`src/rtl/yuv420_div.sv`:
```
// ----------------------------------------------------------------------------
// yuv420_div
// Restoring divider, one quotient bit per cycle, used to rebuild the chroma
// column and row from the byte position after a size change.
// ----------------------------------------------------------------------------
module yuv420_div #(
    parameter int NUM_W = 21,
    parameter int DEN_W = 10
) (
    input  logic             aclk,
    input  logic             aresetn,
    input  logic             start,
    input  logic [NUM_W-1:0] num,
    input  logic [DEN_W-1:0] den,
    output logic             done,
    output logic [NUM_W-1:0] quo,
    output logic [DEN_W-1:0] rem
);

    localparam int CNT_W = $clog2(NUM_W + 1);

    logic             active_reg;
    logic             done_reg;
    logic [CNT_W-1:0] count_reg;
    logic [NUM_W-1:0] quo_reg;
    logic [DEN_W-1:0] rem_reg;
    logic [DEN_W:0]   trial;
    logic             fits;

    assign trial = {rem_reg, quo_reg[NUM_W-1]};
    assign fits  = (trial >= {1'b0, den});

    always_ff @(posedge aclk) begin
        if (!aresetn) begin
            active_reg <= 1'b0;
            done_reg   <= 1'b0;
            count_reg  <= '0;
        end else begin
            done_reg <= 1'b0;
            if (start) begin
                active_reg <= 1'b1;
                count_reg  <= '0;
            end else if (active_reg) begin
                count_reg <= count_reg + CNT_W'(1);
                if (count_reg == CNT_W'(NUM_W - 1)) begin
                    active_reg <= 1'b0;
                    done_reg   <= 1'b1;
                end
            end
        end
    end

    always_ff @(posedge aclk) begin
        if (start) begin
            quo_reg <= num;
            rem_reg <= '0;
        end else if (active_reg) begin
            quo_reg <= {quo_reg[NUM_W-2:0], fits};
            rem_reg <= fits ? DEN_W'(trial - {1'b0, den}) : trial[DEN_W-1:0];
        end
    end

    assign done = done_reg;
    assign quo  = quo_reg;
    assign rem  = rem_reg;

endmodule

```
`config.mk`:
```
export PLATFORM = sky130hd
export DESIGN_NAME = yuv420_div
export DESIGN_NICKNAME = d
export VERILOG_FILES = /design/src/rtl/yuv420_div.sv
export SDC_FILE = /design/constraint.sdc
export NUM_CORES = 1
export LEC_CHECK = 0
export BUFFER_PORTS_ARGS = -buffer_cell sky130_fd_sc_hd__clkbuf_2
export CELL_PAD_IN_SITES_DETAIL_PLACEMENT = 1
export CELL_PAD_IN_SITES_GLOBAL_PLACEMENT = 2
export CORE_ASPECT_RATIO = 0.6
export CORE_MARGIN = 3
export CORE_UTILIZATION = 28
export DETAILED_ROUTE_END_ITERATION = 16
export GPL_TIMING_DRIVEN = 0
export MAX_ROUTING_LAYER = met4
export PLACE_DENSITY_LB_ADDON = 0.1
export SYNTH_ARGS = -nofsm -noshare
export SYNTH_HDL_FRONTEND = slang
export SYNTH_SLANG_ARGS = --single-unit
```
`constraint.sdc`:
```
create_clock -name aclk -period 2.3 [get_ports aclk]
set_input_delay 0.23 -clock aclk [delete_from_list [all_inputs] [get_ports aclk]]
set_output_delay 0.23 -clock aclk [all_outputs]
set_load 0.05 [all_outputs]
```
# == After elaboration in Yosys (flattened, before gate mapping) ==
# Index checks and enable logic that the tools add are counted.
# totals
ff_bits,38
in_bits,34
out_inout_bits,32
# classes
n_addsub,2
magnitude_cmp,1
n_eq_ne,1
mux,7
bitwise_logic,2
reduce_logical,3
# ops
cell,count
two-way mux 21 bit,2
>= comparator 11 x 10 -> 1 bit,1
two-way mux 10 bit,1
subtractor 10 bit,1
"adder 5 x 1 -> 5 bit, second input constant",1
"== test 5 bit, second input constant",1
two-way mux 1 bit,4
OR reduction 3 bit,1
NOT 1 bit,2
nonzero test 2 bit,1
OR reduction 2 bit,1

# == Logic depth before layout (Yosys ltp) ==
# Gate-level depths: netlist of run 1.
# logic_depth
word_depth,4
depth_mapped,10
ltp_nobuf,10

# == Least setup slack after synthesis of run 1 ==
# OpenSTA, ideal clock, no wires.
# synth_timing
path_type,register to register
start,"reg rem_reg[0], in the netlist rem[0]"
end,"reg quo_reg[0], in the netlist quo[0] (data pin)"
setup_ns,0.260
t_arrival_ns,2.468
t_required_ns,2.040
slack_ns,-0.427
path_stages_with_launch,9
n_path_buf,2
synth_period_minus_slack_ns,2.727
cell_sequence,dfxtp_1 -> ha_1 -> nor2b_1 -> o31ai_1 -> a2111oi_2 -> or3_1 -> buf_6 -> buf_12 -> mux2_2
# synth_between
elab_chain_cells,3
# synth_lines
element,line,text
"start, declared",26,logic [DEN_W-1:0] rem_reg;
"start signal, assigned",59,"rem_reg <= fits ? DEN_W'(trial - {1'b0, den}) : trial[DEN_W-1:0];"
>= comparator 11 x 10 -> 1 bit,31,"assign fits = (trial >= {1'b0, den});"
two-way mux 21 bit,57,end else if (active_reg) begin
two-way mux 21 bit,54,if (start) begin
"end signal, assigned",55,quo_reg <= num;
"end signal, assigned",58,"quo_reg <= {quo_reg[NUM_W-2:0], fits};"
"end, declared",25,logic [NUM_W-1:0] quo_reg;
# Every way passes these cells. The select of a mux whose other input is x is not followed.
# A chain may end at the register's enable or synchronous reset.

# == Final worst setup path of run 1 ==
# layout_timing
start,"reg rem_reg[7], in the netlist rem[7]"
end,"reg rem_reg[1], in the netlist rem[1]"
# layout_between
elab_chain_cells,2
# layout_lines
element,line
>= comparator 11 x 10 -> 1 bit,31
two-way mux 10 bit,59
# Every way passes these cells.

==> run metrics, run 1 <==
Sequential cell area 988 µm²; Synth Warn # 0; Filler cells 832; Post-DP HPWL 4330 µm; P&R area growth vs syn 37.5%; vias in the first global route 1664; Seq cells post-synth 38; mapped cell area 2140 µm²; crit-path max FO 14; share of layout cells above drive strength 1 47.4%; Critical Path RT 2.50 ns; # rows 24; vias per cell 4.55; Post-Synth Adder-Cell Area 7.94%; CP Capture Type register; CP startpoint kind register; worst vdd ir 0.269 mV; Comb power frac 32.3%; leak pwr 1.23 nW; Die Width 119 µm; largest area contributor in the netlist edfxtp_1; 1st-pass router iterations 4; MaxCap Viol Count 0; Worst-path clk slew around 0.060 ns; Hold Crit Class in -> reg; Clock power frac a little under a third; post-route cell area 2950 µm²; placed cell areas 2620 µm²; Sequential Power Share 37.0%; placed insts 363; PortBufs 64; Final WS setup between 0.07 and 0.08 ns; Sw Ratio 33.4%; Total GRT Usage 13.4%; Avg Inst Size Synth 11.0 µm²; NetSw 0.000756 W; drt drc 0; Critical-path top delay cell or3_1; cell count after synthesis 195; first-pass GRT wire length 8690 µm; Internal 0.00150 W; outcome finished clean; reg2reg end rem[1]; max reg flops 21; internal reg-to-reg setup slack approximately 0.079 ns; post-route ant nets 0; initial antenna violation count 0; Max Clock Freq approximately 450 MHz; H-tree levels 2; post-synthesis xor/xnor area fraction under 10%; largest net degree at the start of global routing 23; post-synthesis compound-gate area fraction roughly a tenth; final wirelength roughly 5700 µm; clock sink total 38; sequential element share of the synthesized area 45.3%; # setup viols final 0; Least-Margin Pin Slew roughly 0.62 ns; Power Dens Cells 767 nW/µm²; CP max stage delay 0.42 ns; final RePlAce weighted congestion approximately 0.75; fin util 40.1%; number of diodes 0; critical-path cell list ha_4 > a21o_1 > a211o_1 > or3_1 > buf_12 > buf_4 > mux2i_1 > a211oi_1; RSZ-0062 raised after global routing false; Tcrit/Tclk final 96.6%; Final min period 2.22 ns; CP startpoint rem[7]; RR Startpoint rem[7]; Multi-input gate area between 1000 and 1500 µm²; critical path type reg -> reg; wire per inst 15.1 µm; post-route insts no fill around 380; main combinational cell family by area after synthesis multiplexers; IO Pins 66; full die area around 9000 µm²; Die Height 73.8 µm; Remaining Overflow, GRT 0; Post-synth ARST share 0%; clock latency on the worst-skew pair just under 0.3 ns; Synth top area share 29.4%; via count 1710; Final Hold Fails 0; top post-synthesis cells by area edfxtp_1 29%, dfxtp_1 16%, mux2_2 11%, ha_1 7.0%, nor2_1 4.6%; Longest Clk Path Bufs 2; CTS Root Cell clkbuf_16; Hold Crit Start aresetn; Netlist cell types 39; final net count 318; 1st-iter DRT viols 64; syn nets 242; R2R cell count 8; Clock Skews 0.0109 ns; Core ar. 7360 µm²; relative slew slack 58.8%; fin. max-slew vios 0; post-synthesis mux area share between 15 and 20%; pre-CTS setup slack -0.245 ns; worst hold slack 0.172 ns; Post-Synth Simple-Gate Area 11.3%; TritonCTS clock tree done; Initial Utilization 29.1%; CTS Buf Count 5; Critical Path Sink rem[1]; CTS Hold Bufs 0; Top FF cell, synth edfxtp_1; EDFF count, synth 21; critical path arrival 2.42 ns
-- cell type report --
type / count / share of cell area (%)
clock buffers: 8 / 4.97
inverters: 16 / 2.04
multi-input cells: 132 / 41.1
plain buffers: 8 / 1.57
flip-flops and latches: 38 / 33.5
repair buffers: 70 / 12.4
well taps: 104 / 4.42
-- cells in the final DEF (no fill, tap or decap), types with 2 or more instances in the layout --
cell,n
clkbuf_2,64
nor2_1,26
mux2_2,21
edfxtp_1,21
inv_1,15
dfxtp_1,9
clkbuf_1,8
mux2i_1,8
a211oi_1,7
ha_4,7
xor2_1,6
buf_4,6
clkbuf_16,5
dfxtp_2,5
nand4_1,4
nor3_1,4
a21oi_1,4
xnor2_1,4
o21a_1,3
ha_1,3
dfxtp_4,3
nand2_1,2
nand2b_1,2
or2_2,2
o21ai_0,2
o22ai_2,2
nand4b_1,2
nand3_1,2
o311a_1,2
ha_2,2
-- cell usage after synthesis (3+ instances only) --
| cell | count |
|---|---|
| a21oi_1 | 4 |
| nand4_1 | 4 |
| o21a_1 | 3 |
| xnor2_1 | 4 |
| dfxtp_1 | 17 |
| clkbuf_1 | 6 |
| edfxtp_1 | 21 |
| a211oi_1 | 8 |
| inv_1 | 16 |
| xor2_1 | 6 |
| ha_1 | 12 |
| nor3_1 | 4 |
| nor2_1 | 26 |
| mux2_2 | 21 |
| mux2i_1 | 9 |
-- power groups by stage --
| stage | logic, W | registers (W) | clock network (W) |
|---|---|---|---|
| after global routing | 0.000786 | 0.000845 | 0.000741 |
| after detailed placement | 0.000658 | 0.000849 | 0 |
| final | 0.000730 | 0.000836 | 0.000693 |
| after global placement | 0.000658 | 0.000849 | 0 |
| after floorplan | 0.000303 | 0.00104 | 0 |
| after CTS | 0.000702 | 0.000835 | 0.000717 |
-- worst max-delay path, delay by kind of cell, from the launching register on --
kind	cells	cell delay (ns)
buffers and inverters	2	0.31
DFF	1	0.36
adders and majority gates	1	0.23
muxes	1	0.12
AOI/OAI and AO/OA	3	0.71
and+or+nand+nor	1	0.42
-- per-stage QoR --
| stage | setup TNS, ns | total power, W |
|---|---|---|
| final | 0 | 0.00226 |
| after global routing | 0 | 0.00237 |
| after CTS | 0 | 0.00225 |
| after detailed placement | -1.27 | 0.00151 |
| after global placement | -1.28 | 0.00151 |
| after floorplan | -0.0889 | 0.00134 |
-- routing by layer --
metal / track usage [%] / vias to the layer above / routed length (µm)
li1: - / 862 / -
met1: 20.8 / 809 / 3260
met2: 16.0 / 31 / 2140
met3: 4.00 / 8 / 214
met4: 3.72 / 0 / 68
met5: - / - / 0
-- repair_timing --
action	CTS	global route
pin swaps	4	7
buffers inserted	5	1
setup endpoints to repair	10	8
resized for setup	13	13
-- how the worst min path moves through the flow --
stage / endpoint / slack [ns] / cells after the start
6_report: active_reg / 0.17 / 2
5_1_grt: active_reg / 0.19 / 2
4_1_cts: active_reg / 0.17 / 2
3_5_place_dp: active_reg / 0.47 / 2
3_3_place_gp: active_reg / 0.47 / 2
2_1_floorplan: active_reg / 0.36 / 1
-- logic make-up (layout without fill, tap and decap cells) --
| family | after synthesis | count (layout) |
|---|---|---|
| mux | 30 | 30 |
| buf+inv | 25 | 102 |
| flops | 38 | 38 |
| xor+xnor | 10 | 10 |
| fa+ha+maj | 13 | 13 |
| simple gates | 50 | 50 |
| compound gates | 29 | 29 |
No activity file was read; power rests on OpenSTA's default activity.
==> inputs of run 2 (changes only) <==
Settings changed: CORE_UTILIZATION 28 to 34, MAX_ROUTING_LAYER met4 to unset.
Clock period 2.3 ns to 2.6 ns, I/O delays scaled along.
==> run metrics, run 2 (synthesis results as in run 1) <==
clock sink total 38 (unchanged); routed length on met3 252 µm (was 214 µm); CP delay by family, top simple AND/OR/NAND/NOR gates (was compound AO/OA/AOI/OAI gates); Critical Path RT 2.64 ns (was 2.50 ns); critical-path cell list ha_1 > nor2b_1 > o31ai_2 > a2111oi_2 > or3_1 > buf_6 > buf_12 > mux2_2 (was ha_4 > a21o_1 > a211o_1 > or3_1 > buf_12 > buf_4 > mux2i_1 > a211oi_1); Final min period 2.46 ns (was 2.22 ns); fin. max-slew vios 0 (unchanged); clock latency on the worst-skew pair 0.28 ns (was 0.29 ns); drt drc 0 (unchanged); Buf/Inv on CP 2 (unchanged); final RePlAce weighted congestion 0.745 (was 0.748); # rows 21 (was 24); commonest non-fill, non-tap cell in the layout clkbuf_2 (unchanged); max reg flops 21 (unchanged); CP max stage delay 0.37 ns (was 0.42 ns); Post-Route Setup TNS 0 ns (unchanged); Max Clock Freq 406 MHz (was 450 MHz); critical path type reg -> reg (unchanged); Total Power 0.00170 W (was 0.00226 W); most frequent cells in the layout 64 x clkbuf_2, 26 x nor2_1, 21 x mux2_2, 21 x edfxtp_1, 16 x inv_1 (was 64 x clkbuf_2, 26 x nor2_1, 21 x mux2_2, 21 x edfxtp_1, 15 x inv_1); vias per cell 4.82 (was 4.55); leak pwr 1.16 nW (was 1.23 nW); IO Pins 66 (unchanged); final wirelength 5360 µm (was 5680 µm); pre-CTS setup slack -0.0929 ns (was -0.245 ns); Die Height 67.5 µm (was 73.8 µm); via count 1672 (was 1710); largest net degree at the start of global routing 23 (unchanged); fin util 45.6% (was 40.1%); Clock Skews 0.00328 ns (was 0.0109 ns); Initial Utilization 36.7% (was 29.1%); full die area 7320 µm² (was 8770 µm²); # setup viols final 0 (unchanged); CTS Buf Count 5 (unchanged); worst hold slack 0.208 ns (was 0.172 ns); critical path arrival 2.50 ns (was 2.42 ns); crit-path max FO 10 (was 14); Critical-path top delay cell o31ai_2 (was or3_1); Total GRT Usage 15.1% (was 13.4%); Resized Gates After CTS 1 (was 13); Filler cells 682 (was 832); post-route ant nets 0 (unchanged); Tcrit/Tclk final 94.8% (was 96.6%); final net count 313 (was 318); Die Width 109 µm (was 119 µm); initial antenna violation count 0 (unchanged); setup bufs post-CTS 0 (was 5); Power Dens Cells 640 nW/µm² (was 767 nW/µm²); CP startpoint kind register (unchanged); Hold Crit Class in -> reg (unchanged); WL met1 2930 µm (was 3260 µm); first-pass GRT wire length 8360 µm (was 8690 µm); CTS Hold Bufs 0 (unchanged); P&R area growth vs syn 24.1% (was 37.5%); relative slew slack 54.5% (was 58.8%); worst vdd ir 0.250 mV (was 0.269 mV); RSZ-0062 raised after global routing false (unchanged); wire per inst 15.5 µm (was 15.1 µm); internal reg-to-reg setup slack 0.14 ns (was 0.08 ns); PortBufs 64 (unchanged); outcome finished clean (unchanged); met2 WL 2160 µm (was 2140 µm); Post-DP HPWL 4370 µm (was 4330 µm); share of layout cells above drive strength 1 38.6% (was 47.4%); vias in the first global route 1641 (was 1664); MaxCap Viol Count 0 (unchanged); H-tree levels 2 (unchanged); 1st-iter DRT viols 56 (was 64); TritonCTS clock tree done (unchanged); Worst-path clk slew 0.07 ns (was 0.06 ns); Core ar. 5830 µm² (was 7360 µm²); number of diodes 0 (unchanged); Longest Clk Path Bufs 2 (unchanged); 1st-pass router iterations 4 (unchanged); CTS Root Cell clkbuf_8 (was clkbuf_16); Least-Margin Pin Slew 0.680 ns (was 0.618 ns); CP Capture Type register (unchanged); Final Hold Fails 0 (unchanged); Final WS setup 0.135 ns (was 0.0790 ns); DR top layer met4 (unchanged); Remaining Overflow, GRT 0 (unchanged)
run 2: path summary, 6_finish.rpt:
kind	startpoint	endpoint	cells past startpoint
max	rem[0]	quo[0]	8
min	aresetn	active_reg	2
max reg2reg	rem[0]	quo[0]	8
min reg2reg	rem[7]	rem[7]	2
run 2: metal layers:
metal,vias to the layer above,GRT usage (%)
met5,-,0
met2,35,21.7
met1,789,22.6
li1,846,-
met3,2,4.11
met4,0,3.31
run 2: worst register-to-register path, delay by kind of cell (launching register included):
family	cells	cell delay (ns)
flops	1	0.35
simple gates	2	0.50
compound gates	2	0.50
mux	1	0.26
buf+inv	2	0.29
fa+ha+maj	1	0.32
run 2: final cells by class:
type | count | area [µm²] | share of cell area [%]
clock inverter | 2 | 8.76 | 0.329
inverter | 16 | 60.1 | 2.26
buffer | 9 | 57.6 | 2.16
sequential | 38 | 975 | 36.7
tap | 80 | 100 | 3.76
clock buffer | 6 | 72.6 | 2.73
timing repair buffer | 64 | 320 | 12.0
multi-input combinational | 132 | 1060 | 40.0
run 2: metrics by stage:
step                instances  cell area, µm²
finish                    347            2660
global route              347            2660
CTS                       347            2650
detailed placement        339            2570
global placement          339            2570
floorplan                 195            2150
run 2: where the power goes:
part / internal [W] / total, W / switching [W]
clock network: 0.000184 / 0.000384 / 0.000199
registers: 0.000698 / 0.000738 / 0.0000395
logic: 0.000202 / 0.000581 / 0.000379
