[src/rtl/yuv420_pkg.sv]
// ----------------------------------------------------------------------------
// yuv420_pkg
// Shared types, constants and helpers of the planar 4:2:0 to RGB converter.
// ----------------------------------------------------------------------------
package yuv420_pkg;

    localparam int DEF_MAX_WIDTH  = 1024;
    localparam int DEF_MAX_HEIGHT = 1024;

    localparam int CFG_IDX_W = 1;
    localparam int CFG_W     = 11;
    localparam int CW_W      = 10;

    localparam logic [CFG_IDX_W-1:0] REG_FRAME_WIDTH  = 1'd0;
    localparam logic [CFG_IDX_W-1:0] REG_FRAME_HEIGHT = 1'd1;

    localparam logic [CFG_W-1:0] RST_FRAME_WIDTH  = 11'd640;
    localparam logic [CFG_W-1:0] RST_FRAME_HEIGHT = 11'd480;

    typedef struct packed {
        logic [7:0] data_byte;
        logic       start_of_frame;
    } in_item_t;

    typedef struct packed {
        logic [9:0] pixel_x;
        logic [9:0] pixel_y;
        logic [7:0] red;
        logic [7:0] green;
        logic [7:0] blue;
        logic       last_of_block;
        logic       end_of_frame;
    } out_item_t;

    typedef struct packed {
        logic [9:0] pixel_x;
        logic [9:0] pixel_y;
        logic       last_of_block;
        logic       end_of_frame;
    } pix_meta_t;

    typedef struct packed {
        logic can_issue;
        logic slot_busy;
    } pix_status_t;

    typedef enum logic [2:0] {
        ST_GEOM,
        ST_SIZE,
        ST_WRAP,
        ST_DIV_WAIT,
        ST_ROWBASE,
        ST_IDLE,
        ST_TERMS,
        ST_ISSUE
    } ctrl_state_t;

    // even size, at least 2, at most the even bound
    function automatic logic [CFG_W-1:0] eff_size(input logic [CFG_W-1:0] reg_val,
                                                   input int lim_in);
        logic [12:0] lim;
        logic [12:0] v;
        lim = 13'(lim_in) & 13'h1FFE;
        v   = {2'b00, reg_val & 11'h7FE};
        if (lim < 13'd2) begin
            lim = 13'd2;
        end
        if (v < 13'd2) begin
            v = 13'd2;
        end
        if (v > lim) begin
            v = lim;
        end
        return v[CFG_W-1:0];
    endfunction

    // floor shift by 8, clamp to 0..255
    function automatic logic [7:0] clamp_channel(input logic signed [19:0] s);
        logic [7:0] r;
        if (s[19]) begin
            r = 8'd0;
        end else if (s[18:16] != 3'd0) begin
            r = 8'd255;
        end else begin
            r = s[15:8];
        end
        return r;
    endfunction

endpackage

[src/rtl/yuv420_pix.sv]
// ----------------------------------------------------------------------------
// yuv420_pix
// Color conversion: chroma terms per block, luma term per pixel, clamp, and
// the output register of the result channel.
// ----------------------------------------------------------------------------
module yuv420_pix (
    input  logic                     aclk,
    input  logic                     aresetn,
    input  logic                     load_terms,
    input  logic [7:0]               u_byte,
    input  logic [7:0]               v_byte,
    input  logic                     issue,
    input  yuv420_pkg::pix_meta_t    meta_in,
    input  logic [7:0]               luma_byte,
    output yuv420_pkg::pix_status_t  status,
    output logic                     m_valid,
    input  logic                     m_ready,
    output yuv420_pkg::out_item_t    m_data
);

    logic signed [9:0]  d_s;
    logic signed [9:0]  e_s;
    logic signed [19:0] tr_c;
    logic signed [19:0] tg_c;
    logic signed [19:0] tb_c;
    logic signed [19:0] tr_reg;
    logic signed [19:0] tg_reg;
    logic signed [19:0] tb_reg;
    logic signed [19:0] c_s;
    logic signed [19:0] r_s;
    logic signed [19:0] g_s;
    logic signed [19:0] b_s;

    logic                   rdv_reg;
    yuv420_pkg::pix_meta_t  meta_reg;
    logic                   m_valid_reg;
    yuv420_pkg::out_item_t  m_data_reg;
    logic                   load_out;

    // chroma terms, rounding constant folded in
    assign d_s  = $signed({2'b00, u_byte}) - 10'sd128;
    assign e_s  = $signed({2'b00, v_byte}) - 10'sd128;
    assign tr_c = 20'sd409 * 20'(e_s) + 20'sd128;
    assign tg_c = 20'sd128 - 20'sd100 * 20'(d_s) - 20'sd208 * 20'(e_s);
    assign tb_c = 20'sd516 * 20'(d_s) + 20'sd128;

    always_ff @(posedge aclk) begin
        if (load_terms) begin
            tr_reg <= tr_c;
            tg_reg <= tg_c;
            tb_reg <= tb_c;
        end
    end

    assign c_s = 20'sd298 * (20'($signed({1'b0, luma_byte})) - 20'sd16);
    assign r_s = c_s + tr_reg;
    assign g_s = c_s + tg_reg;
    assign b_s = c_s + tb_reg;

    assign load_out         = rdv_reg && (!m_valid_reg || m_ready);
    assign status.can_issue = !rdv_reg || load_out;
    assign status.slot_busy = rdv_reg;

    always_ff @(posedge aclk) begin
        if (!aresetn) begin
            rdv_reg     <= 1'b0;
            m_valid_reg <= 1'b0;
        end else begin
            if (issue) begin
                rdv_reg <= 1'b1;
            end else if (load_out) begin
                rdv_reg <= 1'b0;
            end
            if (load_out) begin
                m_valid_reg <= 1'b1;
            end else if (m_ready) begin
                m_valid_reg <= 1'b0;
            end
        end
    end

    always_ff @(posedge aclk) begin
        if (issue) begin
            meta_reg <= meta_in;
        end
        if (load_out) begin
            m_data_reg.pixel_x       <= meta_reg.pixel_x;
            m_data_reg.pixel_y       <= meta_reg.pixel_y;
            m_data_reg.red           <= yuv420_pkg::clamp_channel(r_s);
            m_data_reg.green         <= yuv420_pkg::clamp_channel(g_s);
            m_data_reg.blue          <= yuv420_pkg::clamp_channel(b_s);
            m_data_reg.last_of_block <= meta_reg.last_of_block;
            m_data_reg.end_of_frame  <= meta_reg.end_of_frame;
        end
    end

    assign m_valid = m_valid_reg;
    assign m_data  = m_data_reg;

endmodule

[config.mk]
export PLATFORM = sky130hd
export DESIGN_NAME = yuv420_pix
export DESIGN_NICKNAME = d
export VERILOG_FILES = /design/src/rtl/yuv420_pkg.sv /design/src/rtl/yuv420_pix.sv
export SDC_FILE = /design/constraint.sdc
export NUM_CORES = 1
export LEC_CHECK = 0
export ABC_AREA = 1
export BUFFER_PORTS_ARGS = -buffer_cell sky130_fd_sc_hd__buf_2
export CORE_MARGIN = 2
export CORE_UTILIZATION = 44
export CTS_CLUSTER_DIAMETER = 150
export DETAILED_ROUTE_END_ITERATION = 10
export GPL_TIMING_DRIVEN = 0
export PLACE_DENSITY = 0.64
export SLEW_MARGIN = 20
export SYNTH_ARGS = -nofsm -noshare
export SYNTH_HDL_FRONTEND = slang
export SYNTH_SLANG_ARGS = --single-unit
[constraint.sdc]
create_clock -name aclk -period 8.46 [get_ports aclk]
set_input_delay 0 -clock aclk [delete_from_list [all_inputs] [get_ports aclk]]
set_output_delay 0 -clock aclk [all_outputs]
set_load 0.005 [all_outputs]
Yosys cells after proc, flatten, opt, wreduce, memory -nomap -nowiden --
Index checks and enable logic that the tools add are counted. Widths: inputs -> output; s select.
Storage, ports and cells: bits in latches 0, memories 0, register bits after elaboration 130, RAM bits 0, output and inout port bits 49, bits of input ports 51, ROM bits 0
Cells by class: divide/modulo/power cells 0, muxes and demuxes 7, $mul 5, bitwise gates (word level) 0, magnitude comparators 0, add/subtract/negate cells 10, reductions and logical operators 10, shifts and indexed selects 0, equal/unequal tests 0
Operators with widths (count):
- $add 19x20->20 | 3
- $mul 9x9->18 const A | 2
- $mux 8 | 3
- $add 19x9->20 const B | 1
- $add 20x9->20 const B | 1
- $mul 10x9->19 const A | 1
- $sub 18x18->19 | 1
- $sub 8x8->9 const B | 2
- $sub 9x17->18 const A | 1
- $mul 6x9->15 const A | 1
- $mul 5x9->14 const A | 1
- $reduce_bool 3->1 | 3
- $sub 8x5->9 const B | 1
- $mux 1 | 4
- $reduce_bool 2->1 | 2
- $logic_not 1->1 | 2
- $logic_or 1x1->1 | 2
- $logic_and 1x1->1 | 1

Longest topological paths before layout --
Gate-level depths: netlist of run 1.
depth after elaboration 5, depth in mapped cells 33, depth with buffers taken out 33

Worst setup path after synthesis of run 1 --
OpenSTA, ideal clock, no wires.
kind input port to flip-flop, from input port luma_byte[4], to register m_data_reg, in the netlist m_data[2], data pin, setup slack 3.409 ns, required time 8.211 ns, buffers on the path 0, stages 28, data arrival time 4.802 ns, cells stage by stage inv_1 > ha_1 > nand2_1 > inv_1 > ha_1 > ha_1 > fa_1 > fa_1 > ha_1 > ha_1 > a21oi_1 > o21ai_0 > a21oi_1 > nor2_1 > nor2_1 > xor2_1 > inv_1 > ha_1 > a21oi_1 > nand2_1 > a21oi_1 > nand2_1 > nand2_1 > nand2_1 > nor2_4 > nand3_1 > nand2_1 > inv_1
Between the ends: longest elaborated chain between the ends 5
RTL lines:
- start: declaration | RTL line yuv420_pix.sv:14 | input logic [7:0] luma_byte,
- $sub 8x5->9 * | RTL line yuv420_pix.sv:55 | assign c_s = 20'sd298 * (20'($signed({1'b0, luma_byte})) - 20'sd16);
- $mul 9x9->18 * | RTL line yuv420_pix.sv:55
- $add 19x20->20 * | RTL line yuv420_pix.sv:58 | assign b_s = c_s + tb_reg;
- $reduce_bool 3->1 | RTL line yuv420_pkg.sv:82 | end else if (s[18:16] != 3'd0) begin
- $mux 8 | RTL line yuv420_pkg.sv:82
- end: declaration | RTL line yuv420_pix.sv:37 | yuv420_pkg::out_item_t m_data_reg;
Every way passes the cells marked *; elsewhere a longest branch is shown, timed or not. A chain may end at the register's enable or synchronous reset.

Worst setup path after layout of run 1 --
from input port luma_byte[4], to register m_data_reg, in the netlist m_data[11], data pin
Between the ends: longest elaborated chain between the ends 5
RTL lines:
- $sub 8x5->9 * | RTL line yuv420_pix.sv:55
- $mul 9x9->18 * | RTL line yuv420_pix.sv:55
- $add 19x20->20 * | RTL line yuv420_pix.sv:57 | assign g_s = c_s + tg_reg;
- $reduce_bool 3->1 | RTL line yuv420_pkg.sv:82
- $mux 8 | RTL line yuv420_pkg.sv:82
Marks and branches as above.

==> impl_metrics.tcl, run 1 <==
set metrics [dict create \
    status "finished, final reports clean" \
    max-vdd-ir-drop_uv 227 \
    post-route-util_pct 51.9 \
    cp-start-kind "input pin" \
    fin_tns_setup_ns 0 \
    drtIter0Drc 540 \
    vias 9723 \
    track_usage_pct 19.2 \
    ys_ff_latch 123 \
    maxSlewHeadroom_pct 51.2 \
    gr-total-overflow 0 \
    core_area_um2 27900 \
    dr.pass1.iters 8 \
    postSynthAreaPerCell_um2 8.75 \
    die-area_um2 29900 \
    rows 61 \
    grt_pass1_wl_um 46900 \
    die_x_um 173 \
    port_buffers 99 \
    leakage_nw 7.41 \
    synthCells 1436 \
    wl_per_cell_um 14.0 \
    initial_core_util_pct 45.0 \
    grt_setup_unrepaired "no" \
    drc 0 \
    required_ns 8.63 \
    end_kind "flip-flop" \
    post_dp_cell_area_um2 13600 \
    maxSlewViolCount 0 \
    critPathKind "in -> reg" \
    gp_congestion 0.922 \
    endpoint "m_data[11]$_SDFFCE_PP0P_" \
    hold_path.class "in -> reg" \
    cts_made_buffers 17 \
    grt_antenna_before_repair 0 \
    worst_slew_pin_slew_ns 0.730 \
    synth_edf_count 121 \
    period_share_pct 65.2 \
    crit_fanout 8 \
    max_stage_delay_ns 0.49 \
    clockBufferDepth 2 \
    wirelength_um 27700 \
    largest_reg_flops 46 \
    h-tree-depth 4 \
    cts_tree "yes" \
    worst-r2r-setup-slack_ns 6.20 \
    clockRootBuffer "clkbuf_16" \
    cp_common_cell "ha_1" \
    fmax_ghz 0.181 \
    path_clk_slew_ns 0.05 \
    skew_ns 0.00672 \
    startpoint "luma_byte[4]" \
    clk_latency_ns 0.41 \
    drive_gt1_share_pct 10.7 \
    final_area_um2 14500 \
    synth-main-ff-cell "edfxtp_1" \
    yosysWarnings 0 \
    finalHoldViolations 0 \
    powerDensity_nw_per_um2 367 \
    syn_nets 1778 \
    die_y_um 173 \
    yosysTopAreaCellShare_pct 28.9 \
    drtAntennaViolNets 0 \
    finalNetCount 1929 \
    avgViaCountPerCell 4.92 \
    yosysMostFrequentCell "nand2_1" \
    cts_setup_buffers 0 \
    setup_viol 0 \
    ctsResizeCount 0 \
    syn_area_um2 12600 \
    ys_seq_area_share_pct 29.2 \
    cts_num_sinks 123 \
    power_mw 5.33 \
    synth.distinct_cells 44 \
    grt_max_degree 54 \
    cap_violations 0 \
    synth_commonest_cells "277 x nand2_1, 254 x inv_1, 251 x ha_1" \
    fillers 2676 \
    grt_pass1_vias 9636 \
    dp_hpwl_um 23000 \
    synthToLayoutAreaGrowth_pct 15.4 \
    worst_r2r_endpoint "m_data[7]$_SDFFCE_PP0P_" \
    n_antenna_cell 0 \
    r2r_cells 11 \
    synth_top_cell_by_area "edfxtp_1" \
    worst_path_max_delay_cell "fa_1" \
    synthArstFlopShare_pct 0 \
    fin_crit_ns 5.52 \
    reg2reg_from "tb_reg[11]$_DFFE_PP_" \
    io_pins 100 \
    synthTopCellsByArea "edfxtp_1 29%, ha_1 25%, nand2_1 8.3%" \
    worst_ep_arrival_time_ns 5.69 \
]
## layout make-up
type	instances	area [µm²]	share of cell area (%)
inverter	258	968	6.68
clock inverter	13	168	1.16
buffer	1	7.51	0.0518
clock buffer	19	433	2.99
multi-input combinational	1054	7930	54.7
tap	378	473	3.26
timing repair buffer	132	846	5.83
sequential	123	3670	25.3
## worst max-delay path, delay by kind of cell
family	cells	cell delay (ns)
AND/OR/NAND/NOR	9	1.00
buffers and inverters	7	0.86
AO/OA/AOI/OAI	3	0.55
adder cells (fa/ha/maj)	8	2.93
XOR/XNOR	2	0.36
## worst min path at each step
stage               cells past startpoint        start  slack, ns                     end
floorplan                               0   meta_in[0]        0.1   meta_reg[0]$_DFFE_PP_
global placement                        1  meta_in[13]       0.18  meta_reg[13]$_DFFE_PP_
detailed placement                      1  meta_in[12]       0.18  meta_reg[12]$_DFFE_PP_
CTS                                     2    v_byte[3]       0.02     tr_reg[3]$_DFFE_PP_
global route                            2    v_byte[3]       0.05     tr_reg[3]$_DFFE_PP_
finish                                  2    v_byte[3]       0.04     tr_reg[3]$_DFFE_PP_
## power breakdown
group	leakage [nW]	total [mW]	switching (mW)	internal [mW]
Clock	0.277	0.727	0.262	0.465
Sequential	1.18	0.955	0.0570	0.898
Combinational	5.95	3.65	2.30	1.34
Total	7.41	5.33	2.62	2.70
## per-stage QoR
stage          hold WS [ns]  instances  setup WS [ns]
2_1_floorplan        0.0989       1436           3.41
3_3_place_gp          0.177       1913           2.48
3_5_place_dp          0.178       1914           2.48
4_1_cts              0.0217       1978           2.92
5_1_grt              0.0532       1978           2.37
6_report             0.0365       1978           2.94
## what timing repair did
item                       CTS  global route
setup endpoints to repair    0             0
hold buffers                32             0
hold endpoints to repair    31             0
## logic make-up after synthesis
logic type | Yosys count | synth area share [%]
buffers and inverters | 259 | 7.77
AO/OA/AOI/OAI | 183 | 8.13
XOR/XNOR | 87 | 6.12
flip-flops | 123 | 29.2
adder cells (fa/ha/maj) | 291 | 31.4
AND/OR/NAND/NOR | 493 | 17.4
## layer usage
| layer | vias up | share of wire (%) | GRT usage, % |
|---|---|---|---|
| met3 | 20 | 4.0 | 2.24 |
| met4 | 0 | 1.9 | 5.69 |
| met1 | 4359 | 48 | 26.0 |
| met2 | 230 | 46 | 32.3 |
| li1 | 5114 | - | - |
| met5 | - | 0 | 0 |
## cell usage in the layout, fill, tap and decap left out, drive strengths merged, types with 3 or more instances in the layout
cell / Yosys / routed
nand2: 292 / 292
nor3: 15 / 15
clkinv: 1 / 3
a21o: 9 / 9
nor2: 78 / 78
o21ai: 39 / 39
nand3b: 9 / 9
bufinv: 0 / 3
dlygate4sd3: 0 / 32
fa: 40 / 40
clkinvlp: 0 / 5
xnor2: 29 / 29
xor2: 58 / 58
nand4: 15 / 15
clkbuf: 0 / 19
a31oi: 4 / 4
o21bai: 9 / 9
buf: 1 / 101
edfxtp: 121 / 121
nor3b: 3 / 3
a21boi: 6 / 6
inv: 257 / 260
ha: 251 / 251
nor4: 6 / 6
a21oi: 106 / 106
nand3: 72 / 72
Power figures use the tool's default switching activity.
==> run 2, diff against run 1 <==
--- a/config.mk
+++ b/config.mk
@@ -12,7 +12,7 @@
 export CTS_CLUSTER_DIAMETER = 150
 export DETAILED_ROUTE_END_ITERATION = 10
 export GPL_TIMING_DRIVEN = 0
-export PLACE_DENSITY = 0.64
+export PLACE_DENSITY = 0.66
 export SLEW_MARGIN = 20
 export SYNTH_ARGS = -nofsm -noshare
 export SYNTH_HDL_FRONTEND = slang
==> constraint.sdc (replaced) <==
create_clock -name aclk -period 5 [get_ports aclk]
set_input_delay 0 -clock aclk [delete_from_list [all_inputs] [get_ports aclk]]
set_output_delay 0 -clock aclk [all_outputs]
set_load 0.005 [all_outputs]
==> impl_metrics.tcl, run 2 (synthesis results as in run 1) <==
set metrics [dict create \
    hold_end "tr_reg[3]$_DFFE_PP_" \
    core_area_um2 27900 \
    status "finished, final reports clean" \
    place_ws_ns -0.942 \
    cts_num_sinks 123 \
    fmax_ghz 0.206 \
    cap_violations 0 \
    final_area_um2 15300 \
    period_share_pct 97.2 \
    critPathKind "in -> reg" \
    vias 9871 \
    grt_max_degree 54 \
    drtIter0Drc 449 \
    finalHoldViolations 0 \
    whs_path_depth 2 \
    finalNetCount 1950 \
    hold_path.class "in -> reg" \
    reg2reg_from "tb_reg[4]$_DFFE_PP_" \
    required_ns 5.17 \
    skew_ns 0.00704 \
    drtAntennaViolNets 0 \
    grt_pass1_wl_um 46400 \
    rows 61 \
    worst_r2r_endpoint "m_data[6]$_SDFFCE_PP0P_" \
    layout_commonest_cell "nand2_1" \
    cts_tree "yes" \
    setup_viol 0 \
    grt_pass1_vias 9622 \
    worst_path_max_delay_cell "fa_1" \
    maxSlewHeadroom_pct 49.9 \
    end_kind "flip-flop" \
    grt_antenna_before_repair 0 \
    initial_core_util_pct 45.0 \
    port_buffers 99 \
    max-vdd-ir-drop_uv 447 \
    largest_reg_flops 46 \
    n_antenna_cell 0 \
    dp_hpwl_um 22800 \
    clockRootBuffer "clkbuf_16" \
    wirelength_um 28300 \
    die_x_um 173 \
    synthToLayoutAreaGrowth_pct 21.8 \
    max_stage_delay_ns 0.57 \
    wl_met1_um 13700 \
    hold_ws_ns 0.0321 \
    avgViaCountPerCell 4.94 \
    clk_latency_ns 0.41 \
    maxSlewViolCount 0 \
    cp_common_cell "nand2_1" \
    path_clk_slew_ns 0.06 \
    post_dp_cell_area_um2 13600 \
    dr.pass1.iters 5 \
    top_layer_used "met4" \
    min-delay-start "v_byte[3]" \
    cts_made_buffers 17 \
    worst_slew_pin_slew_ns 0.750 \
    wl_per_cell_um 14.1 \
    drive_gt1_share_pct 17.9 \
    cp-start-kind "input pin" \
    die_y_um 173 \
    die-area_um2 29900 \
    gr-total-overflow 0 \
    wl_met2_um 13300 \
    fin_crit_ns 4.86 \
    wl_met3_um 873 \
    powerDensity_nw_per_um2 646 \
    h-tree-depth 4 \
    worst-r2r-setup-slack_ns 2.75 \
    gp_congestion 0.883 \
    worst_ep_arrival_time_ns 5.02 \
    crit_fanout 8 \
    drc 0 \
    track_usage_pct 18.9 \
    io_pins 100 \
    clockBufferDepth 2 \
    final_cell_mix "265 x nand2_1, 246 x inv_1, 230 x ha_1" \
    r2r_cells 13 \
    leakage_nw 7.58 \
    layout_setup_ws_ns 0.142 \
]
-- run 2: critical path, delay by kind of cell --
kind,cells,cell delay [ns]
buffers and inverters,6,0.61
XOR/XNOR,2,0.35
AND/OR/NAND/NOR,15,1.67
adder cells (fa/ha/maj),7,2.39
-- run 2: report_power, final --
| group | internal (mW) | switching, mW |
|---|---|---|
| Clock | 0.781 | 0.436 |
| Sequential | 1.52 | 0.103 |
| Combinational | 2.72 | 4.32 |
-- run 2: how the worst max path moves through the flow --
stage | startpoint | to | slack, ns | depth (start not counted)
final | luma_byte[6] | m_data[15]$_SDFFCE_PP0P_ | 0.14 | 30
after global routing | luma_byte[6] | m_data[10]$_SDFFCE_PP0P_ | -0.10 | 30
after CTS | luma_byte[4] | m_data[18]$_SDFFCE_PP0P_ | 0.03 | 28
after detailed placement | luma_byte[4] | m_data[9]$_SDFFCE_PP0P_ | -0.94 | 31
after global placement | luma_byte[4] | m_data[8]$_SDFFCE_PP0P_ | -0.89 | 31
after floorplan | luma_byte[4] | m_data[18]$_SDFFCE_PP0P_ | 0.01 | 28
-- run 2: metrics by stage --
step / cells / setup TNS (ns) / power (mW) / util [%]
after detailed placement: 1914 / -21.73 / 7.70 / 48.6
after global placement: 1913 / -20.97 / 7.66 / 48.5
after floorplan: 1436 / 0 / 6.29 / -
after global routing: 1999 / -1.13 / 10.9 / 54.8
final: 1999 / 0 / 9.88 / 54.8
after CTS: 1982 / 0 / 9.17 / 52.8
-- run 2: repair_timing --
item,in CTS,in global routing
buffers inserted,4,17
hold endpoints to repair,31,0
hold buffers,32,0
endpoints found under the setup margin,24,25
pin swaps,8,34
gates resized for setup,32,88
-- run 2: area by class of cell --
class | instances | area, µm²
flip-flops and latches | 123 | 3670
plain buffers | 1 | 7.51
clock buffers | 17 | 425
repair buffers | 153 | 1030
multi-input cells | 1054 | 8550
fillers | 2474 | 12600
clock inverters | 15 | 173
well taps | 378 | 473
inverters | 258 | 976
-- run 2: routing by layer --
metal,track usage [%],vias to the layer above
met5,0,-
met4,4.24,0
met3,2.22,24
met2,32.3,188
met1,25.7,4521
li1,-,5138
==> run 3, diff against run 2 <==
--- a/config.mk
+++ b/config.mk
@@ -11,7 +11,6 @@
 export CORE_UTILIZATION = 44
 export CTS_CLUSTER_DIAMETER = 150
 export DETAILED_ROUTE_END_ITERATION = 10
-export GPL_TIMING_DRIVEN = 0
 export PLACE_DENSITY = 0.66
 export SLEW_MARGIN = 20
 export SYNTH_ARGS = -nofsm -noshare
==> impl_metrics.tcl, run 3 (synthesis results as in run 1) <==
set metrics [dict create \
    gr-total-overflow 0 \
    finalNetCount 2036 \
    h-tree-depth 4 \
    clockBufferDepth 2 \
    period_share_pct 97.2 \
    maxSlewViolCount 0 \
    synthToLayoutAreaGrowth_pct 25.8 \
    required_ns 5.17 \
    grt_pass1_vias 10094 \
    core_area_um2 27900 \
    reg2reg_from "tg_reg[12]$_DFFE_PP_" \
    largest_reg_flops 46 \
    grt_pass1_wl_um 48700 \
    fmax_ghz 0.206 \
    cp-start-kind "input pin" \
    avgViaCountPerCell 4.85 \
    final_cell_mix "269 x nand2_1, 248 x inv_1, 235 x ha_1" \
    setup_viol 0 \
    rows 61 \
    end_kind "flip-flop" \
    worst_slew_pin_slew_ns 0.634 \
    layout_commonest_cell "nand2_1" \
    path_buf_inv 9 \
    fin_crit_ns 4.86 \
    cts_made_buffers 17 \
    finalHoldViolations 0 \
    worst_ep_arrival_time_ns 5.03 \
    cts_tree "yes" \
    drc 0 \
    n_antenna_cell 0 \
    gp_congestion 0.940 \
    hold_path.class "in -> reg" \
    leakage_nw 7.99 \
    io_pins 100 \
    place_inst 2016 \
    clk_latency_ns 0.41 \
    grt_setup_unrepaired "yes" \
    critPathKind "in -> reg" \
    startpoint "luma_byte[5]" \
    drtIter0Drc 492 \
    cts_num_sinks 123 \
    worst_path_max_delay_cell "fa_1" \
    crit_fanout 8 \
    wirelength_um 29300 \
    clockRootBuffer "clkbuf_16" \
    post_dp_cell_area_um2 14300 \
    grt_antenna_before_repair 0 \
    powerDensity_nw_per_um2 689 \
    cp_common_cell "inv_1" \
    skew_ns 0.00700 \
    min-delay-start "u_byte[5]" \
    die_x_um 173 \
    stdcell_count 2085 \
    die-area_um2 29900 \
    path_clk_slew_ns 0.06 \
    post-route-util_pct 56.6 \
    track_usage_pct 19.9 \
    final_area_um2 15800 \
    grt_max_degree 54 \
    drive_gt1_share_pct 20.6 \
    fillers 2485 \
    initial_core_util_pct 45.0 \
    port_buffers 99 \
    die_y_um 173 \
    max_stage_delay_ns 0.53 \
    dp_hpwl_um 23800 \
    cpLargestDelayFamily "adder cells" \
    dr.pass1.iters 5 \
    max-vdd-ir-drop_uv 446 \
    fin_tns_setup_ns 0 \
    drtAntennaViolNets 0 \
    cap_violations 0 \
    wl_per_cell_um 14.1 \
    maxSlewHeadroom_pct 57.7 \
    vias 10113 \
    status "finished, final reports clean" \
]
-- run 3: cell types whose count changed in the layout (fill, tap and decap cells not counted), moves of 3 or more --
cell | before | now
ha_4 | 19 | 14
nand2_2 | 24 | 19
ha_1 | 230 | 235
clkinvlp_4 | 4 | 1
buf_4 | 20 | 110
a21oi_2 | 19 | 8
nand2_1 | 265 | 269
a21oi_1 | 84 | 94
-- run 3: worst paths after layout --
kind / slack (ns) / cells past startpoint / end
max: 0.14 / 29 / m_data[17]$_SDFFCE_PP0P_
min: 0.04 / 2 / tb_reg[7]$_DFFE_PP_
max reg2reg: 2.70 / 10 / m_data[17]$_SDFFCE_PP0P_
min reg2reg: 0.41 / 0 / m_data[42]$_DFFE_PP_
-- run 3: cell type report --
class	count	area, µm²	area share, %
multi-input combinational	1054	8430	53.3
sequential	123	3670	23.2
timing repair buffer	240	1640	10.4
inverter	258	971	6.14
tap	378	473	2.99
clock buffer	18	429	2.71
clock inverter	14	193	1.22
-- run 3: what timing repair did --
action	CTS	global route
hold buffers	32	0
buffers inserted	2	4
hold endpoints to repair	31	0
pin swaps	5	30
setup endpoints to repair	24	24
gates resized for setup	16	74
-- run 3: worst reg2reg max path: cells and delay by family, from the launching register on --
kind | cells | cell delay, ns
flip-flops | 1 | 0.41
adder cells (fa/ha/maj) | 1 | 0.39
AO/OA/AOI/OAI | 2 | 0.45
buffers and inverters | 1 | 0.03
AND/OR/NAND/NOR | 6 | 0.78
-- run 3: per-layer routing --
| metal | GRT usage (%) | vias to the layer above | routed length, µm |
|---|---|---|---|
| met5 | 0 | - | 0 |
| met4 | 6.64 | 0 | 710 |
| met3 | 2.24 | 43 | 962 |
| met2 | 32.6 | 205 | 13300 |
| met1 | 27.4 | 4557 | 14400 |
| li1 | - | 5308 | - |
-- run 3: metrics by stage --
stage               total power [mW]  worst slack [ns]  hold WS [ns]
floorplan                       6.29            0.0124        0.0989
finish                          10.9             0.141        0.0393
global route                    11.9           -0.0585        0.0675
global placement                8.90            -0.506         0.177
CTS                             10.4          0.000431        0.0178
detailed placement              8.94            -0.587         0.178
-- run 3: power breakdown --
part           internal [mW]  switching (mW)
Sequential              1.52           0.104
Clock                  0.836           0.447
Combinational           3.45            4.53
